[config.mk]
export PLATFORM = sky130hd
export DESIGN_NAME = ilid_ctrl
export DESIGN_NICKNAME = d
export VERILOG_FILES = /design/src/rtl/core/ilid_pkg.sv /design/src/rtl/core/ilid_ctrl.sv
export SDC_FILE = /design/constraint.sdc
export NUM_CORES = 1
export LEC_CHECK = 0
export ABC_AREA = 1
export CAP_MARGIN = 10
export CORE_UTILIZATION = 65
export DETAILED_ROUTE_END_ITERATION = 8
export DONT_BUFFER_PORTS = 1
export PLACE_DENSITY = 0.88
export SYNTH_ARGS = -nofsm -noshare
export SYNTH_HDL_FRONTEND = slang
export SYNTH_SLANG_ARGS = --single-unit
[constraint.sdc]
create_clock -name vclk -period 4.08
set_clock_uncertainty 0.05 [all_clocks]
set_input_delay 0.612 -clock vclk [all_inputs]
set_output_delay 0.612 -clock vclk [all_outputs]
set_load 0.02 [all_outputs]
[src/rtl/core/ilid_pkg.sv]
// Package for the indexed list: sizes, opcodes, status codes and cell control.
package ilid_pkg;

  localparam int unsigned CAPACITY = 64;
  localparam int unsigned CNT_W    = $clog2(CAPACITY + 1);
  localparam int unsigned DATA_W   = 32;
  localparam int unsigned OP_W     = 3;
  localparam int unsigned ST_W     = 2;

  typedef enum logic [OP_W-1:0] {
    OP_APPEND    = 3'd0,
    OP_PREPEND   = 3'd1,
    OP_INSERT_AT = 3'd2,
    OP_READ_AT   = 3'd3,
    OP_DROP_HEAD = 3'd4,
    OP_DROP_TAIL = 3'd5,
    OP_DROP_AT   = 3'd6
  } op_e;

  typedef enum logic [ST_W-1:0] {
    ST_OK        = 2'd0,
    ST_BAD_INDEX = 2'd1,
    ST_EMPTY     = 2'd2,
    ST_FULL      = 2'd3
  } status_e;

  typedef struct packed {
    logic ins;
    logic del;
  } cell_ctrl_t;

endpackage

[src/rtl/core/ilid_ctrl.sv]
// Operation decode: status, effective position, cell control and next count.
module ilid_ctrl #(
  parameter int unsigned Capacity = ilid_pkg::CAPACITY,
  parameter int unsigned CntW     = ilid_pkg::CNT_W
) (
  input  logic [ilid_pkg::OP_W-1:0] op_i,
  input  logic [CntW-1:0]           pos_i,
  input  logic [CntW-1:0]           count_i,
  output ilid_pkg::cell_ctrl_t      ctrl_o,
  output logic [CntW-1:0]           eff_pos_o,
  output ilid_pkg::status_e         status_o,
  output logic                      is_read_o,
  output logic [CntW-1:0]           count_d_o
);

  logic full, empty;

  assign full  = (count_i == CntW'(Capacity));
  assign empty = (count_i == '0);

  always_comb begin
    ctrl_o    = '0;
    eff_pos_o = pos_i;
    status_o  = ilid_pkg::ST_OK;
    is_read_o = 1'b0;
    case (ilid_pkg::op_e'(op_i))
      ilid_pkg::OP_APPEND: begin
        eff_pos_o = count_i;
        if (full) status_o = ilid_pkg::ST_FULL;
        else      ctrl_o.ins = 1'b1;
      end
      ilid_pkg::OP_PREPEND: begin
        eff_pos_o = '0;
        if (full) status_o = ilid_pkg::ST_FULL;
        else      ctrl_o.ins = 1'b1;
      end
      ilid_pkg::OP_INSERT_AT: begin
        if (pos_i > count_i) status_o = ilid_pkg::ST_BAD_INDEX;
        else if (full)       status_o = ilid_pkg::ST_FULL;
        else                 ctrl_o.ins = 1'b1;
      end
      ilid_pkg::OP_READ_AT: begin
        is_read_o = 1'b1;
        if (pos_i >= count_i) status_o = ilid_pkg::ST_BAD_INDEX;
      end
      ilid_pkg::OP_DROP_HEAD: begin
        eff_pos_o = '0;
        if (empty) status_o = ilid_pkg::ST_EMPTY;
        else       ctrl_o.del = 1'b1;
      end
      ilid_pkg::OP_DROP_TAIL: begin
        eff_pos_o = count_i - CntW'(1);
        if (empty) status_o = ilid_pkg::ST_EMPTY;
        else       ctrl_o.del = 1'b1;
      end
      ilid_pkg::OP_DROP_AT: begin
        if (empty)                 status_o = ilid_pkg::ST_EMPTY;
        else if (pos_i >= count_i) status_o = ilid_pkg::ST_BAD_INDEX;
        else                       ctrl_o.del = 1'b1;
      end
      default: begin
      end
    endcase
  end

  always_comb begin
    count_d_o = count_i;
    if (ctrl_o.ins)      count_d_o = count_i + CntW'(1);
    else if (ctrl_o.del) count_d_o = count_i - CntW'(1);
  end

endmodule

==> run summary, run 1 <==
Crit-path max cell delay - 0.27 ns
Outcome - complete, no violations
DP HPWL - 1950 um
Met2 WL - 1200 um
Sum Neg Setup Slack - 0 ns
Area Growth Syn to Fin - 0%
Initial DRC count - 32
Final GP Congestion - 0.821
Final ANT Viol Nets - 0
NumNets Final - 177
Tmin final - 2.80 ns
RSZ-0062 raised after global routing - no
Post-CTS resize count - 0
Leading post-synthesis cells by cell area - nand2_1 (15%), ha_1 (12%), nand3_1 (11%), xor2_1 (6.5%), o221ai_1 (5.6%)
Critical Path AT - 2.14 ns
CP Class - input pin to primary output
Crit. End Element - primary output
Hold Path Class - input pin to primary output
Worst hold endpoint - is_read_o
IO Pins - 36
VDD IR max - 0.0734 mV
Starting density of the core - 70.8%
Via density - 6.01
Endpoints failing setup - 0
Ant diodes - 0
DRC errors left - 0
Placed insts - 164
Postcts setup bufs - 0
CP required - 3.42 ns
Largest net degree at the start of global routing - 11
Global-route wire length before repair - 3660 um
Critical path fanouts, max - 8
Die Y-Extent - 40.1 um
Commonest non-fill, non-tap cell in the layout - nand2_1
GRT Total Usage - 32.5%
Vias - 986
Final Cycle Share - 68.7%
Die Wd - 40.1 um
Detailed-routing wirelength on met1 - 998 um
Syn nets - 177
Yosys top cell by area - nand2_1
Worst slew pin tran - 0.705 ns
Avg Inst Size Synth - 6.26 um^2
Register area share after synthesis - 0%
Cts hold-fix bufs - 0
HP Start - op_i[2]
Die area - 1610 um^2
Seq cells - 0
Non-Filler Instances - 164
Drt wl/cell - 14.4 um
Vias in the first global route - 862
Slowest CP cell - ha_1
Leakage - 0.481 nW
Initial antenna violation count - 0
Clkbuf count - 0
Critical path cell sequence - inv_2 -> ha_1 -> nand2_2 -> inv_2 -> a21oi_2 -> nand2_1 -> nand2_2 -> nand2_2 -> nand2_4 -> nand2_8 -> inv_2 -> nand2_1 -> nand2_1
Core area - 1330 um^2
Most frequent cells in the layout - nand2_1 (38), nand3_1 (21), inv_1 (12), inv_2 (12), ha_1 (9)
Total grt overflow - 0
Max Cap Viol - 0
Yosys top cell area share - 15.1%
Routed wire length - 2370 um
FF+latch area - 0 um^2
Post-Syn Area - 945 um^2
Met3 Wirelength - 158 um
Relative slew slack - 52.7%
Synth Warn # - 0
Crit start category - input pin
Hold Fails Final Rpt - 0
Pwr dens - 125 nW/um^2
Post-synth cell types - 31
Detailed Routing Iterations Pass 1 - 7
Row count - 13
Share of cells above drive strength 1 - 24.2%
Pins over their slew limit - 0
Buffers added on ports - 0
Hold Crit Depth - 1
Peak Freq - 357 MHz
Post-Syn Instances - 151
Top Metal Used - met4
worst max-delay path by stage:
stage,endpoint,slack (ns),cells after the start,from
2_1_floorplan,count_d_o[1],1.39,14,count_i[2]
3_3_place_gp,count_d_o[1],1.31,13,count_i[5]
3_5_place_dp,count_d_o[5],1.29,13,count_i[6]
4_1_cts,count_d_o[5],1.29,13,count_i[5]
5_1_grt,count_d_o[4],1.10,13,count_i[4]
6_report,count_d_o[5],1.28,13,count_i[5]
worst max-delay path, delay by kind of cell:
kind / cells / cell delay [ns]
adders and majority gates: 1 / 0.27
AOI/OAI and AO/OA: 1 / 0.14
and+or+nand+nor: 8 / 0.78
buffers and inverters: 3 / 0.34
logic make-up (layout without fill, tap and decap cells):
group,count (synthesis),count (layout),share of synthesized area [%]
adders and majority gates,9,9,11.9
xor gates and xnor gates,8,8,7.42
and+or+nand+nor,90,90,55.6
buffers and inverters,27,25,12.5
AOI/OAI and AO/OA,17,17,12.6
power by group:
group	total, mW	internal, mW	switching [mW]
Sequential	0	0	0
Clock	0	0	0
Combinational	0.118	0.0341	0.0840
through the flow:
stage	power (mW)	setup slack [ns]	cell area (um^2)	utilization [%]	hold WS, ns
2_1_floorplan	0.106	1.39	945	-	1.27
6_report	0.118	1.28	945	70.8	1.28
3_3_place_gp	0.114	1.31	945	70.8	1.28
3_5_place_dp	0.117	1.29	945	70.8	1.28
4_1_cts	0.118	1.29	945	70.8	1.28
5_1_grt	0.131	1.10	945	70.8	1.28
area by class of cell:
cell class	count	area [um^2]
inverters	25	98.8
well taps	15	18.8
multi-input cells	124	827
fillers	132	389
cells in the mapped netlist (all sizes together), types with 2 or more instances:
cell type and instances:
nand4 3, a21oi 6, nor2 11, buf 2, o211ai 3, xor2 7, o21ai 2, nand3 22
nor3 5, ha 9, nand2 48, inv 25, o221ai 6
metal layers:
metal,vias up,GRT usage [%]
met4,0,3.45
li1,501,-
met5,-,0
met2,42,59.7
met1,441,42.0
met3,2,1.67
(Power assumes the default switching activity.)
==> run 2, diff against run 1 <==
- CORE_UTILIZATION: 65 -> 62
- clock period: 4.08 -> 2.3 ns (I/O delays scaled with it)
==> run summary, run 2 (synthesized netlist as in run 1, its figures left out) <==
Outcome - complete, no violations
Final Cycle Share - 95.4%
Ant diodes - 0
GRT Total Usage - 31.8%
Sum Neg Setup Slack - 0 ns
Initial DRC count - 25
Tmin final - 2.19 ns
Pins over their slew limit - 0
Critical path fanouts, max - 8
DRC errors left - 0
Hold Fails Final Rpt - 0
Pwr dens - 226 nW/um^2
Top delay family on crit path - simple AND/OR/NAND/NOR gates
Detailed Routing Iterations Pass 1 - 4
VDD IR max - 0.117 mV
Clkbuf count - 0
Critical path cell sequence - inv_2 -> ha_1 -> nand2_2 -> inv_2 -> a21oi_2 -> nand2_1 -> nand2_2 -> nand2_2 -> nand2_4 -> nand2_8 -> inv_2 -> nand2_1 -> nand2_2
CP required - 1.90 ns
Via density - 6.15
Share of cells above drive strength 1 - 29.9%
Critical Path AT - 1.80 ns
Relative slew slack - 65.2%
Routed wire length - 2490 um
Initial antenna violation count - 0
Final GP Congestion - 0.845
Final ANT Viol Nets - 0
Total grt overflow - 0
Commonest non-fill, non-tap cell in the layout - nand2_1
Core area - 1370 um^2
Buffers added on ports - 0
DP HPWL - 2080 um
Die area - 1680 um^2
Placed insts - 169
Cts hold-fix bufs - 0
Area Growth Syn to Fin - 5.30%
Max Cap Viol - 0
Row count - 13
Fill cells - 138
Die Y-Extent - 41.0 um
Global-route wire length before repair - 3660 um
Non-Filler Instances - 169
Leakage - 0.505 nW
Endpoints failing setup - 0
Crit start category - input pin
RSZ-0062 raised after global routing - no
Crit path buf inv count - 3
Largest net degree at the start of global routing - 11
NumNets Final - 182
Slowest CP cell - ha_1
CP Class - input pin to primary output
Worst Slack Setup Final - 0.105 ns
IO Pins - 36
CP most frequent cell - nand2_2
Seq cells - 0
Vias in the first global route - 902
Most frequent cells in the layout - nand2_1 (33), nand3_1 (21), inv_1 (12), inv_2 (12), nand2_2 (12)
Peak Freq - 456 MHz
Drt wl/cell - 14.7 um
FF+latch area - 0 um^2
Crit-path max cell delay - 0.27 ns
Vias - 1039
Die Wd - 41.0 um
Worst slew pin tran - 0.532 ns
Hold Path Class - input pin to primary output
Starting density of the core - 69.1%
Post-place setup slack - 0.0876 ns
Crit. End Element - primary output
-- run 2: cell count changes in the layout (fill, tap and decap cells not counted), sizes merged --
cell	change
buf	+5
-- run 2: repair_timing --
item / 4_1_cts / 5_1_grt
setup endpoints to repair: 0 / 5
resized for setup: 0 / 5
buffers inserted: 0 / 0
-- run 2: final timing paths --
path / from / end / depth (start not counted)
setup / recovery: count_i[6] / count_d_o[5] / 13
hold / removal: op_i[2] / is_read_o / 2
-- run 2: cell type report --
type | instances | area (um^2) | area share [%]
inverters | 25 | 98.8 | 9.94
multi-input cells | 124 | 840 | 84.4
well taps | 15 | 18.8 | 1.89
repair buffers | 5 | 37.5 | 3.77
-- run 2: per-stage QoR --
stage / util (%) / power, mW / area [um^2] / hold WS, ns
finish: 72.8 / 0.225 / 995 / 0.834
global route: 72.8 / 0.247 / 995 / 0.845
global placement: 71.9 / 0.212 / 982 / 0.819
floorplan: - / 0.188 / 945 / 0.736
CTS: 71.9 / 0.219 / 982 / 0.829
detailed placement: 71.9 / 0.218 / 982 / 0.829
-- run 2: per-layer routing --
layer,up-vias,share of wire (%),wire (um),GRT usage (%)
met5,-,0,0,0
met4,0,0.36,9,3.33
met3,2,7.4,184,3.26
met2,48,52,1280,59.0
met1,479,41,1010,39.7
li1,510,-,-,-
-- run 2: report_power, final --
part	total (mW)	switching, mW	internal (mW)
Combinational	0.225	0.155	0.0696
Clock	0	0	0
Sequential	0	0	0
